--- config.mk ---
export PLATFORM = sky130hd
export DESIGN_NAME = mbus_long_frame_receiver_unit
export DESIGN_NICKNAME = d
export VERILOG_FILES = /design/src/rtl/core/mlfr_pkg.sv /design/src/rtl/core/mbus_long_frame_receiver_unit.sv
export SDC_FILE = /design/constraint.sdc
export NUM_CORES = 1
export LEC_CHECK = 0
export BUFFER_PORTS_ARGS = -buffer_cell sky130_fd_sc_hd__buf_2
export CORE_ASPECT_RATIO = 0.75
export CORE_MARGIN = 3
export CORE_UTILIZATION = 65
export CTS_CLUSTER_DIAMETER = 120
export CTS_CLUSTER_SIZE = 16
export DETAILED_ROUTE_END_ITERATION = 8
export PLACE_DENSITY = 0.86
export SYNTH_ARGS = -nofsm -noshare
export SYNTH_HDL_FRONTEND = slang
export SYNTH_SLANG_ARGS = --single-unit
export TNS_END_PERCENT = 20
--- constraint.sdc ---
create_clock -name clk_i -period 9.15 [get_ports clk_i]
set_clock_uncertainty 0.1 [all_clocks]
set_input_delay 0.4575 -clock clk_i [delete_from_list [all_inputs] [get_ports clk_i]]
set_output_delay 0.4575 -clock clk_i [all_outputs]
set_load 0.01 [all_outputs]
--- src/rtl/core/mlfr_pkg.sv ---
// Shared types and constants for the meter-bus long-frame receiver.
package mlfr_pkg;

  localparam int unsigned ByteW   = 8;
  localparam int unsigned KindW   = 2;
  localparam int unsigned RoleW   = 2;
  localparam int unsigned CodeW   = 4;
  localparam int unsigned InDataW = 3 * ByteW;
  localparam int unsigned OutFldW = RoleW + ByteW + CodeW + CodeW;
  localparam int unsigned OutDataW = ((OutFldW + 7) / 8) * 8;
  localparam int unsigned ReqBeats = 5;
  localparam int unsigned BeatW   = $clog2(ReqBeats);

  localparam logic [ByteW-1:0] ShortStart = 8'h10;
  localparam logic [ByteW-1:0] LongStart  = 8'h68;
  localparam logic [ByteW-1:0] StopByte   = 8'h16;
  localparam logic [ByteW-1:0] HeadFields = 8'd3;

  typedef enum logic [KindW-1:0] {
    KIND_START   = 2'd0,
    KIND_BYTE    = 2'd1,
    KIND_TIMEOUT = 2'd2,
    KIND_RSVD    = 2'd3
  } kind_e;

  typedef enum logic [RoleW-1:0] {
    ROLE_TX     = 2'd0,
    ROLE_FRAME  = 2'd1,
    ROLE_STATUS = 2'd2
  } role_e;

  typedef enum logic [CodeW-1:0] {
    FLD_START1 = 4'd0,
    FLD_LEN1   = 4'd1,
    FLD_LEN2   = 4'd2,
    FLD_START2 = 4'd3,
    FLD_C      = 4'd4,
    FLD_A      = 4'd5,
    FLD_CI     = 4'd6,
    FLD_UD     = 4'd7,
    FLD_CHK    = 4'd8,
    FLD_STOP   = 4'd9
  } field_e;

  typedef enum logic [CodeW-1:0] {
    ST_BUSY         = 4'd0,
    ST_OK           = 4'd1,
    ST_BAD_START1   = 4'd2,
    ST_LEN_SHORT    = 4'd3,
    ST_LEN_MISMATCH = 4'd4,
    ST_BAD_START2   = 4'd5,
    ST_CHECKSUM     = 4'd6,
    ST_BAD_STOP     = 4'd7,
    ST_TIMEOUT      = 4'd8,
    ST_IGNORED      = 4'd9
  } status_e;

  typedef enum logic [11:0] {
    PH_IDLE   = 12'b0000_0000_0001,
    PH_START1 = 12'b0000_0000_0010,
    PH_LEN1   = 12'b0000_0000_0100,
    PH_LEN2   = 12'b0000_0000_1000,
    PH_START2 = 12'b0000_0001_0000,
    PH_C      = 12'b0000_0010_0000,
    PH_A      = 12'b0000_0100_0000,
    PH_CI     = 12'b0000_1000_0000,
    PH_UD     = 12'b0001_0000_0000,
    PH_CHK    = 12'b0010_0000_0000,
    PH_STOP   = 12'b0100_0000_0000,
    PH_ERR    = 12'b1000_0000_0000
  } phase_e;

  typedef struct packed {
    role_e            role;
    logic [ByteW-1:0] data;
    field_e           field;
    status_e          status;
    logic             last;
    logic             req;
  } result_t;

endpackage

--- src/rtl/core/mbus_long_frame_receiver_unit.sv ---
// Meter-bus request sender and long-frame reply checker, top level.
//
// Input channel s_axis: one beat per item. tuser carries the item kind (start
// request, received byte, receive timeout); tdata carries rx_byte, command and
// address. Output channel m_axis: one beat per result; tdata carries role,
// data byte, field code and status; tlast marks the end of a request run or
// of an exchange.
// An accepted item enters an input register; from there it is checked
// against the frame state, and its result is loaded into the output register
// once that register is free, so each item passes the input register and then
// the output register before its result shows on m_axis.
// A received byte or timeout gives one result beat; a start request gives
// five transmit beats from the output register, one per cycle while m_axis_tready_i is high.
// Throughput is one item per cycle while m_axis_tready_i is high, limited only
// by the output register, which holds a start request for its five beats.
// While m_axis_tready_i is low, the output register holds and the input
// register still takes one more item before s_axis_tready_o drops.
// Reset empties both registers and returns the checker to idle.
module mbus_long_frame_receiver_unit (
  input  logic                           clk_i,
  input  logic                           rst_ni,
  input  logic                           s_axis_tvalid_i,
  output logic                           s_axis_tready_o,
  // rx_byte [7:0], command [15:8], address [23:16]
  input  logic [mlfr_pkg::InDataW-1:0]   s_axis_tdata_i,
  // kind [1:0]
  input  logic [mlfr_pkg::KindW-1:0]     s_axis_tuser_i,
  output logic                           m_axis_tvalid_o,
  input  logic                           m_axis_tready_i,
  // role [1:0], data_byte [9:2], field_code [13:10], status [17:14], zero fill
  output logic [mlfr_pkg::OutDataW-1:0]  m_axis_tdata_o,
  // last
  output logic                           m_axis_tlast_o
);

  localparam int unsigned BW = mlfr_pkg::ByteW;

  logic                   in_valid_q;
  mlfr_pkg::kind_e        in_kind_q;
  logic [BW-1:0]          in_byte_q, in_cmd_q, in_adr_q;

  mlfr_pkg::phase_e       phase_q, phase_d;
  logic [BW-1:0]          flen_q, flen_d;
  logic [BW-1:0]          dcnt_q, dcnt_d, dcnt_inc;
  logic [BW-1:0]          sum_q, sum_d, sum_inc;
  mlfr_pkg::status_e      err_q, err_d;

  logic                   out_valid_q;
  mlfr_pkg::result_t      out_q, res;
  logic [BW-1:0]          out_cmd_q, out_adr_q;
  logic [mlfr_pkg::BeatW-1:0] beat_q;

  logic                   final_beat, out_done, advance, load;
  mlfr_pkg::field_e       ph_field;

  mlfr_pkg::role_e        o_role;
  logic [BW-1:0]          o_data;
  mlfr_pkg::field_e       o_field;
  mlfr_pkg::status_e      o_status;
  logic                   o_last;

  assign final_beat = !out_q.req ||
                      (beat_q == mlfr_pkg::BeatW'(mlfr_pkg::ReqBeats - 1));
  assign out_done   = out_valid_q && m_axis_tready_i && final_beat;
  assign advance    = !out_valid_q || out_done;
  assign load       = in_valid_q && advance;
  assign s_axis_tready_o = !in_valid_q || advance;

  always_ff @(posedge clk_i or negedge rst_ni) begin
    if (!rst_ni) begin
      in_valid_q <= 1'b0;
    end else if (s_axis_tready_o) begin
      in_valid_q <= s_axis_tvalid_i;
    end
  end

  always_ff @(posedge clk_i) begin
    if (s_axis_tready_o && s_axis_tvalid_i) begin
      in_kind_q <= mlfr_pkg::kind_e'(s_axis_tuser_i);
      in_byte_q <= s_axis_tdata_i[BW-1:0];
      in_cmd_q  <= s_axis_tdata_i[2*BW-1:BW];
      in_adr_q  <= s_axis_tdata_i[3*BW-1:2*BW];
    end
  end

  always_comb begin
    unique case (phase_q)
      mlfr_pkg::PH_START1: ph_field = mlfr_pkg::FLD_START1;
      mlfr_pkg::PH_LEN1:   ph_field = mlfr_pkg::FLD_LEN1;
      mlfr_pkg::PH_LEN2:   ph_field = mlfr_pkg::FLD_LEN2;
      mlfr_pkg::PH_START2: ph_field = mlfr_pkg::FLD_START2;
      mlfr_pkg::PH_C:      ph_field = mlfr_pkg::FLD_C;
      mlfr_pkg::PH_A:      ph_field = mlfr_pkg::FLD_A;
      mlfr_pkg::PH_CI:     ph_field = mlfr_pkg::FLD_CI;
      mlfr_pkg::PH_UD:     ph_field = mlfr_pkg::FLD_UD;
      mlfr_pkg::PH_CHK:    ph_field = mlfr_pkg::FLD_CHK;
      mlfr_pkg::PH_STOP:   ph_field = mlfr_pkg::FLD_STOP;
      default:             ph_field = mlfr_pkg::FLD_START1;
    endcase
  end

  assign sum_inc  = sum_q + in_byte_q;
  assign dcnt_inc = dcnt_q + BW'(1);

  always_comb begin
    phase_d = phase_q;
    flen_d  = flen_q;
    dcnt_d  = dcnt_q;
    sum_d   = sum_q;
    err_d   = err_q;
    res.role   = mlfr_pkg::ROLE_STATUS;
    res.data   = '0;
    res.field  = mlfr_pkg::FLD_START1;
    res.status = mlfr_pkg::ST_IGNORED;
    res.last   = 1'b0;
    res.req    = 1'b0;
    unique case (in_kind_q)
      mlfr_pkg::KIND_START: begin
        res.role   = mlfr_pkg::ROLE_TX;
        res.status = mlfr_pkg::ST_BUSY;
        res.req    = 1'b1;
        phase_d = mlfr_pkg::PH_START1;
        flen_d  = '0;
        dcnt_d  = '0;
        sum_d   = '0;
        err_d   = mlfr_pkg::ST_BUSY;
      end
      mlfr_pkg::KIND_TIMEOUT: begin
        if (phase_q != mlfr_pkg::PH_IDLE) begin
          res.status = (err_q != mlfr_pkg::ST_BUSY) ? err_q : mlfr_pkg::ST_TIMEOUT;
          res.field  = ph_field;
          res.last   = 1'b1;
          phase_d    = mlfr_pkg::PH_IDLE;
        end
      end
      mlfr_pkg::KIND_BYTE: begin
        res.data   = in_byte_q;
        res.field  = ph_field;
        res.role   = mlfr_pkg::ROLE_FRAME;
        res.status = mlfr_pkg::ST_BUSY;
        unique case (phase_q)
          mlfr_pkg::PH_START1: begin
            if (in_byte_q != mlfr_pkg::LongStart) res.status = mlfr_pkg::ST_BAD_START1;
            else phase_d = mlfr_pkg::PH_LEN1;
          end
          mlfr_pkg::PH_LEN1: begin
            if (in_byte_q <= mlfr_pkg::HeadFields) begin
              res.status = mlfr_pkg::ST_LEN_SHORT;
            end else begin
              flen_d  = in_byte_q;
              phase_d = mlfr_pkg::PH_LEN2;
            end
          end
          mlfr_pkg::PH_LEN2: begin
            if (in_byte_q != flen_q) res.status = mlfr_pkg::ST_LEN_MISMATCH;
            else phase_d = mlfr_pkg::PH_START2;
          end
          mlfr_pkg::PH_START2: begin
            if (in_byte_q != mlfr_pkg::LongStart) res.status = mlfr_pkg::ST_BAD_START2;
            else phase_d = mlfr_pkg::PH_C;
          end
          mlfr_pkg::PH_C: begin
            sum_d   = sum_inc;
            phase_d = mlfr_pkg::PH_A;
          end
          mlfr_pkg::PH_A: begin
            sum_d   = sum_inc;
            phase_d = mlfr_pkg::PH_CI;
          end
          mlfr_pkg::PH_CI: begin
            sum_d   = sum_inc;
            dcnt_d  = '0;
            phase_d = mlfr_pkg::PH_UD;
          end
          mlfr_pkg::PH_UD: begin
            sum_d  = sum_inc;
            dcnt_d = dcnt_inc;
            if (dcnt_inc >= flen_q - mlfr_pkg::HeadFields) phase_d = mlfr_pkg::PH_CHK;
          end
          mlfr_pkg::PH_CHK: begin
            if (in_byte_q != sum_q) res.status = mlfr_pkg::ST_CHECKSUM;
            else phase_d = mlfr_pkg::PH_STOP;
          end
          mlfr_pkg::PH_STOP: begin
            if (in_byte_q != mlfr_pkg::StopByte) begin
              res.status = mlfr_pkg::ST_BAD_STOP;
            end else begin
              res.status = mlfr_pkg::ST_OK;
              res.last   = 1'b1;
              phase_d    = mlfr_pkg::PH_IDLE;
            end
          end
          default: begin
            res.role   = mlfr_pkg::ROLE_STATUS;
            res.field  = mlfr_pkg::FLD_START1;
            res.status = mlfr_pkg::ST_IGNORED;
          end
        endcase
        if (res.role == mlfr_pkg::ROLE_FRAME && res.status != mlfr_pkg::ST_BUSY &&
            res.status != mlfr_pkg::ST_OK) begin
          res.role = mlfr_pkg::ROLE_STATUS;
          err_d    = res.status;
          phase_d  = mlfr_pkg::PH_ERR;
        end
      end
      default: begin
        res.status = mlfr_pkg::ST_IGNORED;
      end
    endcase
  end

  always_ff @(posedge clk_i or negedge rst_ni) begin
    if (!rst_ni) begin
      phase_q     <= mlfr_pkg::PH_IDLE;
      flen_q      <= '0;
      dcnt_q      <= '0;
      sum_q       <= '0;
      err_q       <= mlfr_pkg::ST_BUSY;
      out_valid_q <= 1'b0;
      beat_q      <= '0;
    end else begin
      if (load) begin
        phase_q <= phase_d;
        flen_q  <= flen_d;
        dcnt_q  <= dcnt_d;
        sum_q   <= sum_d;
        err_q   <= err_d;
      end
      if (advance) begin
        out_valid_q <= in_valid_q;
        beat_q      <= '0;
      end else if (m_axis_tready_i) begin
        beat_q <= beat_q + mlfr_pkg::BeatW'(1);
      end
    end
  end

  always_ff @(posedge clk_i) begin
    if (load) begin
      out_q     <= res;
      out_cmd_q <= in_cmd_q;
      out_adr_q <= in_adr_q;
    end
  end

  always_comb begin
    o_role   = out_q.role;
    o_data   = out_q.data;
    o_field  = out_q.field;
    o_status = out_q.status;
    o_last   = out_q.last;
    if (out_q.req) begin
      o_last = 1'b0;
      case (beat_q)
        mlfr_pkg::BeatW'(0): begin
          o_data  = mlfr_pkg::ShortStart;
          o_field = mlfr_pkg::FLD_START1;
        end
        mlfr_pkg::BeatW'(1): begin
          o_data  = out_cmd_q;
          o_field = mlfr_pkg::FLD_C;
        end
        mlfr_pkg::BeatW'(2): begin
          o_data  = out_adr_q;
          o_field = mlfr_pkg::FLD_A;
        end
        mlfr_pkg::BeatW'(3): begin
          o_data  = out_cmd_q + out_adr_q;
          o_field = mlfr_pkg::FLD_CHK;
        end
        default: begin
          o_data  = mlfr_pkg::StopByte;
          o_field = mlfr_pkg::FLD_STOP;
          o_last  = 1'b1;
        end
      endcase
    end
  end

  assign m_axis_tvalid_o = out_valid_q;
  assign m_axis_tlast_o  = o_last;
  assign m_axis_tdata_o  = {{(mlfr_pkg::OutDataW - mlfr_pkg::OutFldW){1'b0}},
                            o_status, o_field, o_data, o_role};

  a_req_beat_range: assert property (@(posedge clk_i) disable iff (!rst_ni)
    out_valid_q && out_q.req |-> beat_q < mlfr_pkg::BeatW'(mlfr_pkg::ReqBeats))
    else $error("request beat index out of range");

  a_in_hold: assert property (@(posedge clk_i) disable iff (!rst_ni)
    in_valid_q && !advance |=> in_valid_q && $stable(in_kind_q) && $stable(in_byte_q))
    else $error("input register changed while stalled");

  a_end_idle: assert property (@(posedge clk_i) disable iff (!rst_ni)
    out_valid_q && !out_q.req && out_q.last |-> phase_q == mlfr_pkg::PH_IDLE)
    else $error("exchange ended but checker not idle");

  a_err_kept: assert property (@(posedge clk_i) disable iff (!rst_ni)
    phase_q == mlfr_pkg::PH_ERR |-> err_q != mlfr_pkg::ST_BUSY)
    else $error("error phase without stored error");

endmodule
==> results of run 1 <==
## worst register-to-register path: stages, from the launching register on
cell and delay (ps):
dfrtp_1 470, nor4_2 820, nand4_1 430, nand3_1 180, or2_2 210, o2bb2ai_2 400
mux2_2 430
## layer usage
metal / wire, um / share of wire, % / global-route usage, %
met1: 6080 / 44 / 37.5
met2: 6250 / 45 / 41.2
met3: 1350 / 9.7 / 8.22
met4: 250 / 1.8 / 8.49
met5: 0 / 0 / 0
## layout make-up
type                            count  area, um^2  area share (%)
Clock buffer                        9         225            3.38
Clock inverter                      7        91.3            1.37
Inverter                           25        93.8            1.41
Multi-Input combinational cell    391        2840            42.6
Sequential cell                   107        2990            44.9
Tap cell                          124         155            2.33
Timing Repair Buffer               52         265            3.98
## through the flow
| step | cells | cell area, um^2 |
|---|---|---|
| 6_report | 715 | 6660 |
| 5_1_grt | 715 | 6660 |
| 4_1_cts | 715 | 6660 |
| 3_5_place_dp | 699 | 6340 |
| 3_3_place_gp | 699 | 6340 |
| 2_1_floorplan | 556 | 6130 |
## cells in the final DEF, fill, tap and decap left out, types with 6 or more instances in the layout
cell type / synthesis / layout
a21oi_1: 16 / 16
edfxtp_1: 62 / 62
conb_1: 1 / 6
nand4_1: 13 / 13
o21ai_0: 19 / 19
nor2b_1: 10 / 10
xnor2_1: 16 / 16
mux2_2: 11 / 11
xor2_1: 22 / 22
nor2_1: 48 / 48
nor4_1: 6 / 6
and2_1: 12 / 12
nand3_1: 15 / 15
mux2_4: 9 / 9
ha_1: 33 / 33
buf_2: 8 / 50
nand2_1: 29 / 29
inv_1: 25 / 25
o31ai_1: 7 / 7
nor3_1: 20 / 20
clkbuf_16: 0 / 9
dfrtp_1: 44 / 44
## final timing paths
kind | startpoint | endpoint | slack, ps | cells past startpoint
worst max register to register | phase_q[3] | phase_q[6] | 6000 | 6
min in group asynchronous | rst_ni | dcnt_q[6] | 200 | 1
max in group asynchronous | rst_ni | flen_q[1] | 8070 | 1
worst max-delay path | out_cmd_q[0] | m_axis_tdata_o[8] | 5850 | 9
worst min register to register | in_adr_q[5] | out_adr_q[5] | 330 | 0
worst min-delay path | s_axis_tdata_i[13] | in_cmd_q[5] | 160 | 1
## registers in the layout, indices dropped and copies added, names as in the netlist
register / count
in_cmd_q: 8
m_axis_tvalid_o: 1
out_adr_q: 8
flen_q: 8
out_cmd_q: 8
in_valid_q: 1
in_kind_q: 2
phase_q: 12
sum_q: 8
err_q: 4
dcnt_q: 8
o_status: 4
beat_q: 3
o_role: 2
in_adr_q: 8
out_q: 14
in_byte_q: 8
## power by group
group | internal [mW] | switching, mW | total (mW)
logic | 0.158 | 0.231 | 0.389
registers | 0.571 | 0.0541 | 0.626
clock network | 0.199 | 0.204 | 0.402
total | 0.928 | 0.488 | 1.42
## kinds of logic after synthesis
family	after synthesis	synth area share, %
and+or+nand+nor	192	17.3
DFF	107	48.9
AOI/OAI and AO/OA	96	11.0
buffers and inverters	58	4.93
xor gates and xnor gates	38	5.45
adders and majority gates	35	7.41
muxes	24	4.89
other	1	0.0614
==> summary.md, run 1 <==
| Metric | Value |
|---|---|
| Max stage delay on crit path | `430 ps` |
| #FFs+latches synth | `107` |
| Clock Path Buffers | `2` |
| DP Worst Slack | `6050 ps` |
| Top-area cell type share of the netlist area | `30.5%` |
| Total GRT Usage | `27.1%` |
| Synth area leader | `edfxtp_1` |
| Placeable Area | `8780 um^2` |
| Dominant cells by area after synthesis | `edfxtp_1, dfrtp_1, ha_1` |
| Most common cell in the netlist | `edfxtp_1` |
| Req. time, crit path | `8590 ps` |
| Boundary Pins | `57` |
| H-Tree Depth | `3` |
| Vias in the first global route | `4,447` |
| Die width | `about 120 um` |
| Die ar. | `about 11,000 um^2` |
| Leak Pwr | `2.85 nW` |
| Worst-path clk slew | `roughly 90 ps` |
| Largest net degree at the start of global routing | `between 40 and 50` |
| Max_slew headroom | `18.8%` |
| Area Growth Syn to Fin | `8.97%` |
| Tcrit/Tclk final | `36.1%` |
| Global-route wire length before repair | `22,800 um` |
| Fin util | `75.8%` |
| Layout Nets | `651` |
| Initial core utilization | `69.6%` |
| # setup viols final | `0` |
| Clk_lat worst skew | `370 ps` |
| Worst Hold Slack | `160 ps` |
| Fill count | `586` |
| CP delay by family, top | `compound AO/OA/AOI/OAI gates` |
| Pwr/cell area | `213 nW/um^2` |
| Most used cell, CP | `a21oi_1` |
| Num rows | `29` |
| Post-CTS setup buffers | `0` |
| Vias | `between 4,000 and 5,000` |
| Drt pass-1 iters | `5` |
| Outcome | `finished clean` |
| Final worst path period need | `between 3000 and 4000 ps` |
| Area of the mapped netlist | `6110 um^2` |
| Max-slew violation count | `0` |
| Final WS setup | `5850 ps` |
| CTS hold repair buffers | `0` |
| TritonCTS Buffers | `9` |
| Top cells by count, synth | `edfxtp_1, nor2_1, dfrtp_1, ha_1, nand2_1` |
| Cell count after synthesis | `551` |
| Vias per inst | `6.35` |
| # DRC | `0` |
| Final Hold Viols | `0` |
| # clock sinks | `roughly 110` |
| Post-cts gate resize count | `0` |
| GPL Wtd Cong | `0.952` |
| Grt total ovfl | `0` |
| Cell Chain, Critical Path | `ha_1 -> fa_1 -> a21o_1 -> a21oi_1 -> o21ai_0 -> a21oi_1 -> xnor2_1 -> a31o_2 -> buf_2` |
| Setup TNS | `0 ps` |
| EDFF count, synth | `62` |
| Post-synthesis sequential area ratio | `between 40% and 50%` |
| Worst Tran Pin Value | `1220 ps` |
| Worst min-delay path class | `in2reg` |
| Initial antenna violation count | `0` |
| Main flop type after synthesis | `edfxtp_1` |
| Drt total wl | `~14,000 um` |
| Worst EP arrival | `2750 ps` |
| Critical path class | `reg2out` |
| N_diodes | `0` |
| FFs w/ async S/R, synth | `42.1%` |
| Fmax | `between 300 and 400 MHz` |
| Post-DR wirelength/cell | `19.5 um` |
| CTS Root Buffer Type | `clkbuf_16` |
| Routed Antenna Nets | `0` |
| Worst Path Max Fanout | `2` |
| Layout cells sized above 1 | `17.6%` |
| Max Cap Viol | `0` |
| Startpoint Class | `register` |
| IR drop worst, VDD | `0.134 mV` |
| CP bufs+invs | `1` |
| Iter 0 DRT Violations | `380` |
| TritonCTS clock tree | `built` |
| Synthesized area per cell | `11.1 um^2` |
| Unrepaired setup endpoints after global routing | `false` |
| I/O Buffers | `50` |
| Power Total | `1.42 mW` |
| Max stage delay cell, worst path | `fa_1` |
| DIE HEIGHT | `roughly 90 um` |
| Crit. End Element | `output port` |
| Synth Warn # | `0` |
| Yosys cell types | `74` |
| DP Wirelength | `9810 um` |
(Power assumes the default switching activity.)
==> inputs of run 2 (changes only) <==
--- a/config.mk
+++ b/config.mk
@@ -5,14 +5,15 @@
 export SDC_FILE = /design/constraint.sdc
 export NUM_CORES = 1
 export LEC_CHECK = 0
+export ABC_AREA = 1
 export BUFFER_PORTS_ARGS = -buffer_cell sky130_fd_sc_hd__buf_2
 export CORE_ASPECT_RATIO = 0.75
 export CORE_MARGIN = 3
-export CORE_UTILIZATION = 65
+export CORE_UTILIZATION = 60
 export CTS_CLUSTER_DIAMETER = 120
 export CTS_CLUSTER_SIZE = 16
 export DETAILED_ROUTE_END_ITERATION = 8
-export PLACE_DENSITY = 0.86
+export PLACE_DENSITY = 0.8
 export SYNTH_ARGS = -nofsm -noshare
 export SYNTH_HDL_FRONTEND = slang
 export SYNTH_SLANG_ARGS = --single-unit
==> constraint.sdc (replaced) <==
create_clock -name clk_i -period 3.2 [get_ports clk_i]
set_clock_uncertainty 0.1 [all_clocks]
set_input_delay 0.16 -clock clk_i [delete_from_list [all_inputs] [get_ports clk_i]]
set_output_delay 0.16 -clock clk_i [all_outputs]
set_load 0.01 [all_outputs]
==> run 2 against run 1 <==
Utilization is 3.9 points lower. Die area is 7.7% higher. Largest power group is now combinational cells. Critical endpoint is now m_axis_tdata_o[7]. Sequential power grew to 3.5 times the previous value. Largest cell class unchanged.
==> summary.md, run 2 <==
| Metric | Value |
|---|---|
| Max Cap Viol | `0 (unchanged)` |
| Xor/xnor share of the synthesized area | `3.01% (-2.4 points)` |
| DP Wirelength | `10,400 um (+6.2%)` |
| Most flops, register | `out_q` |
| Fmax | `338 MHz` |
| Gate power share | `41.9% (+15 points)` |
| Worst-path clk slew | `80 ps (about the same)` |
| Clock network power share | `19.9% (-8.5 points)` |
| TritonCTS clock tree | `built` |
| Pwr/cell area | `804 nW/um^2 (+280%)` |
| Worst EP arrival | `2700 ps (-50 ps)` |
| DP Worst Slack | `685 ps (-5360 ps)` |
| Area of placed instances | `6450 um^2 (+1.7%)` |
| Synth area leader | `edfxtp_1` |
| Top cells by count, synth | `nand2_1, inv_1, edfxtp_1, nor2_1, dfrtp_1` |
| Yosys cell types | `42 (-43%)` |
| Commonest non-fill, non-tap cell in the layout | `nand2_1` |
| Tcrit/Tclk final | `92.4%` |
| Cell count after placement | `879 (+26%)` |
| Vias | `5,079 (+12%)` |
| Synth Area in Compound Gates | `7.87% (-3.2 points)` |
| Drt pass-1 iters | `5 (unchanged)` |
| Fin util | `71.9% (-3.9 points)` |
| Max FFs per register | `14 (unchanged)` |
| Layout cells sized above 1 | `13.4% (-4.2 points)` |
| Main flop type after synthesis | `edfxtp_1` |
| Final Hold Viols | `0 (unchanged)` |
| Routed Antenna Nets | `0 (unchanged)` |
| Setup TNS | `0 ps (unchanged)` |
| # setup viols final | `0 (unchanged)` |
| # clock sinks | `107 (unchanged)` |
| H-Tree Depth | `3 (unchanged)` |
| Drt total wl | `14,400 um (+3.1%)` |
| Initial core utilization | `62.4% (-7.2 points)` |
| I/O Buffers | `50 (unchanged)` |
| Max-slew violation count | `0 (unchanged)` |
| R2R cell count | `13 (+7)` |
| Fill count | `749 (+28%)` |
| Synthesized area per cell | `8.66 um^2 (-22%)` |
| Area of the mapped netlist | `6100 um^2 (-0.12%)` |
| Post-synthesis mux area share | `0% (-4.9 points)` |
| Critical path class | `reg2out` |
| Layout Nets | `851 (+31%)` |
| Post-cts gate resize count | `0 (unchanged)` |
| Post-DR wirelength/cell | `15.6 um (-20%)` |
| Hold path start | `m_axis_tready_i` |
| N_diodes | `0 (unchanged)` |
| Final worst path period need | `2960 ps` |
| Clk_lat worst skew | `360 ps (about the same)` |
| RR Startpoint | `dcnt_q[0]` |
| Most used cell, CP | `ha_1` |
| Post-Synth Simple-Gate Area | `24.7% (+7.4 points)` |
| Worst Tran Pin Value | `1060 ps (-158 ps)` |
| Die ar. | `11,400 um^2 (+7.7%)` |
| Total GRT Usage | `27.0% (-0.091 points)` |
| Max stage delay on crit path | `770 ps (+340 ps)` |
| FFs w/ async S/R, synth | `42.1% (unchanged)` |
| Post-synthesis sequential area ratio | `49.0% (+0.060 points)` |
| Dominant cells by area after synthesis | `edfxtp_1, dfrtp_1, nand2_1` |
| Combinational family with the most area after synthesis | `simple AND/OR/NAND/NOR gates` |
| Layout Cells excl Fill | `923 (+29%)` |
| Clock Path Buffers | `2 (unchanged)` |
| Max_slew headroom | `29.3% (+11 points)` |
| Largest net degree at the start of global routing | `46 (unchanged)` |
| Internal | `3.28 mW (+250%)` |
| Req. time, crit path | `2940 ps (-5650 ps)` |
| IR drop worst, VDD | `0.615 mV (+360%)` |
| Sw power | `2.37 mW (+390%)` |
| Hold path endpoint | `beat_q[2]` |
| Cell Chain, Critical Path | `ha_1 -> ha_1 -> inv_1 -> a31oi_1 -> o21ai_0 -> nand2_1 -> buf_2` |
| Global-route wire length before repair | `23,900 um (+4.7%)` |
| Synth Area in Adders | `7.42% (+0.0091 points)` |
| CTS Root Buffer Type | `clkbuf_16` |
| Worst Path Max Fanout | `8 (+6)` |
| Die width | `122 um (+3.8%)` |
| Most common cell in the netlist | `nand2_1` |
| Worst Hold Slack | `39.9 ps (-120 ps)` |
| Crit. End Element | `output port` |
| Unrepaired setup endpoints after global routing | `false` |
| Num rows | `31 (+6.9%)` |
| Startpoint Class | `register` |
| EDFF count, synth | `62 (unchanged)` |
| Final Cell Area | `7030 um^2 (+5.6%)` |
| Area occupied by multi-input gates | `2650 um^2 (-6.7%)` |
| Area Growth Syn to Fin | `15.2%` |
| Outcome | `finished clean` |
| CP delay by family, top | `compound AO/OA/AOI/OAI gates` |
| Boundary Pins | `57 (unchanged)` |
| Sw Ratio | `42.0% (+7.5 points)` |
| Reg area | `2990 um^2 (unchanged)` |
| R2r endpoint | `phase_q[8]` |
| Worst min-delay path class | `in2reg` |
| Cell count after synthesis | `705 (+28%)` |
| DIE HEIGHT | `93.3 um (+3.8%)` |
| # DRC | `0 (unchanged)` |
| Vias in the first global route | `4,920 (+11%)` |
| Max stage delay cell, worst path | `a31oi_1` |
| Initial antenna violation count | `0 (unchanged)` |
| Placeable Area | `9770 um^2 (+11%)` |
| Leak Pwr | `3.38 nW (+19%)` |
| Commonest non-fill, non-tap cells in the layout | `nand2_1, inv_1, edfxtp_1` |
| Reg2reg setup slack | `630 ps (-5370 ps)` |
| WHS Path Cells | `4 (+3)` |
| Synth Warn # | `0 (unchanged)` |
| GPL Wtd Cong | `0.912 (-4.1%)` |
| Post-CTS setup buffers | `0 (unchanged)` |
| Grt total ovfl | `0 (unchanged)` |
| Top-area cell type share of the netlist area | `30.5% (+0.037 points)` |
| Iter 0 DRT Violations | `545 (+43%)` |
| Sequential power share | `38.2% (-6.0 points)` |
| TritonCTS Buffers | `9 (unchanged)` |
| #FFs+latches synth | `107 (unchanged)` |
| Top flop regs | `out_q: 14 flops, phase_q: 12 flops` |
| CP bufs+invs | `2 (+1)` |
| Power Total | `5.65 mW (+300%)` |
| Final WS setup | `243 ps (-5600 ps)` |
| Vias per inst | `5.50 (-13%)` |
## run 2: cell count changes after synthesis, moves of 12 or more
cell / before / now
nand2_1: 29 / 195
inv_1: 25 / 89
nand3_1: 15 / 39
a21oi_1: 16 / 33
nor2_1: 48 / 61
and2_1: 12 / 0
## run 2: timing repair
item	CTS	global route
hold endpoints to repair	71	0
hold buffers	28	0
setup endpoints to repair	0	0
## run 2: power groups by stage
stage | combinational (mW) | sequential (mW) | clock, mW
final | 2.37 | 2.16 | 1.12
after global routing | 2.67 | 2.19 | 1.19
after CTS | 2.33 | 2.15 | 1.14
after detailed placement | 2.29 | 2.17 | 0
after global placement | 2.19 | 2.15 | 0
after floorplan | 1.72 | 2.09 | 0
## run 2: tightest hold or removal path: stages
cell and delay (ps):
buf_2 80, nor2_1 50, inv_1 90, o22ai_1 80
## run 2: area by class of cell
type,instances,area share (%)
tap,132,2.35
clock buffer,9,3.20
sequential,107,42.5
clock inverter,7,1.09
inverter,97,5.21
timing repair buffer,82,7.97
multi-input combinational,489,37.7
## run 2: metal layers
| metal | vias up | global-route usage (%) | wire length (um) |
|---|---|---|---|
| met2 | 277 | 43.5 | 6800 |
| met3 | 21 | 5.62 | 1410 |
| met4 | 0 | 6.52 | 182 |
| met5 | - | 0 | 0 |
| met1 | 2349 | 37.7 | 5960 |
| li1 | 2432 | - | - |
## run 2: worst max-delay path by stage
stage / startpoint / to / depth (start not counted)
4_1_cts: beat_q[0] / m_axis_tdata_o[4] / 6
2_1_floorplan: beat_q[0] / in_adr_q[0] / 8
3_5_place_dp: beat_q[0] / in_kind_q[0] / 9
3_3_place_gp: beat_q[0] / in_adr_q[0] / 9
6_report: beat_q[0] / m_axis_tdata_o[7] / 7
5_1_grt: beat_q[2] / m_axis_tdata_o[4] / 6
## run 2: logic make-up after synthesis
family,count (synthesis)
other,1
buffers and inverters,114
xor gates and xnor gates,21
adders and majority gates,35
and+or+nand+nor,340
AOI/OAI and AO/OA,87
DFF,107
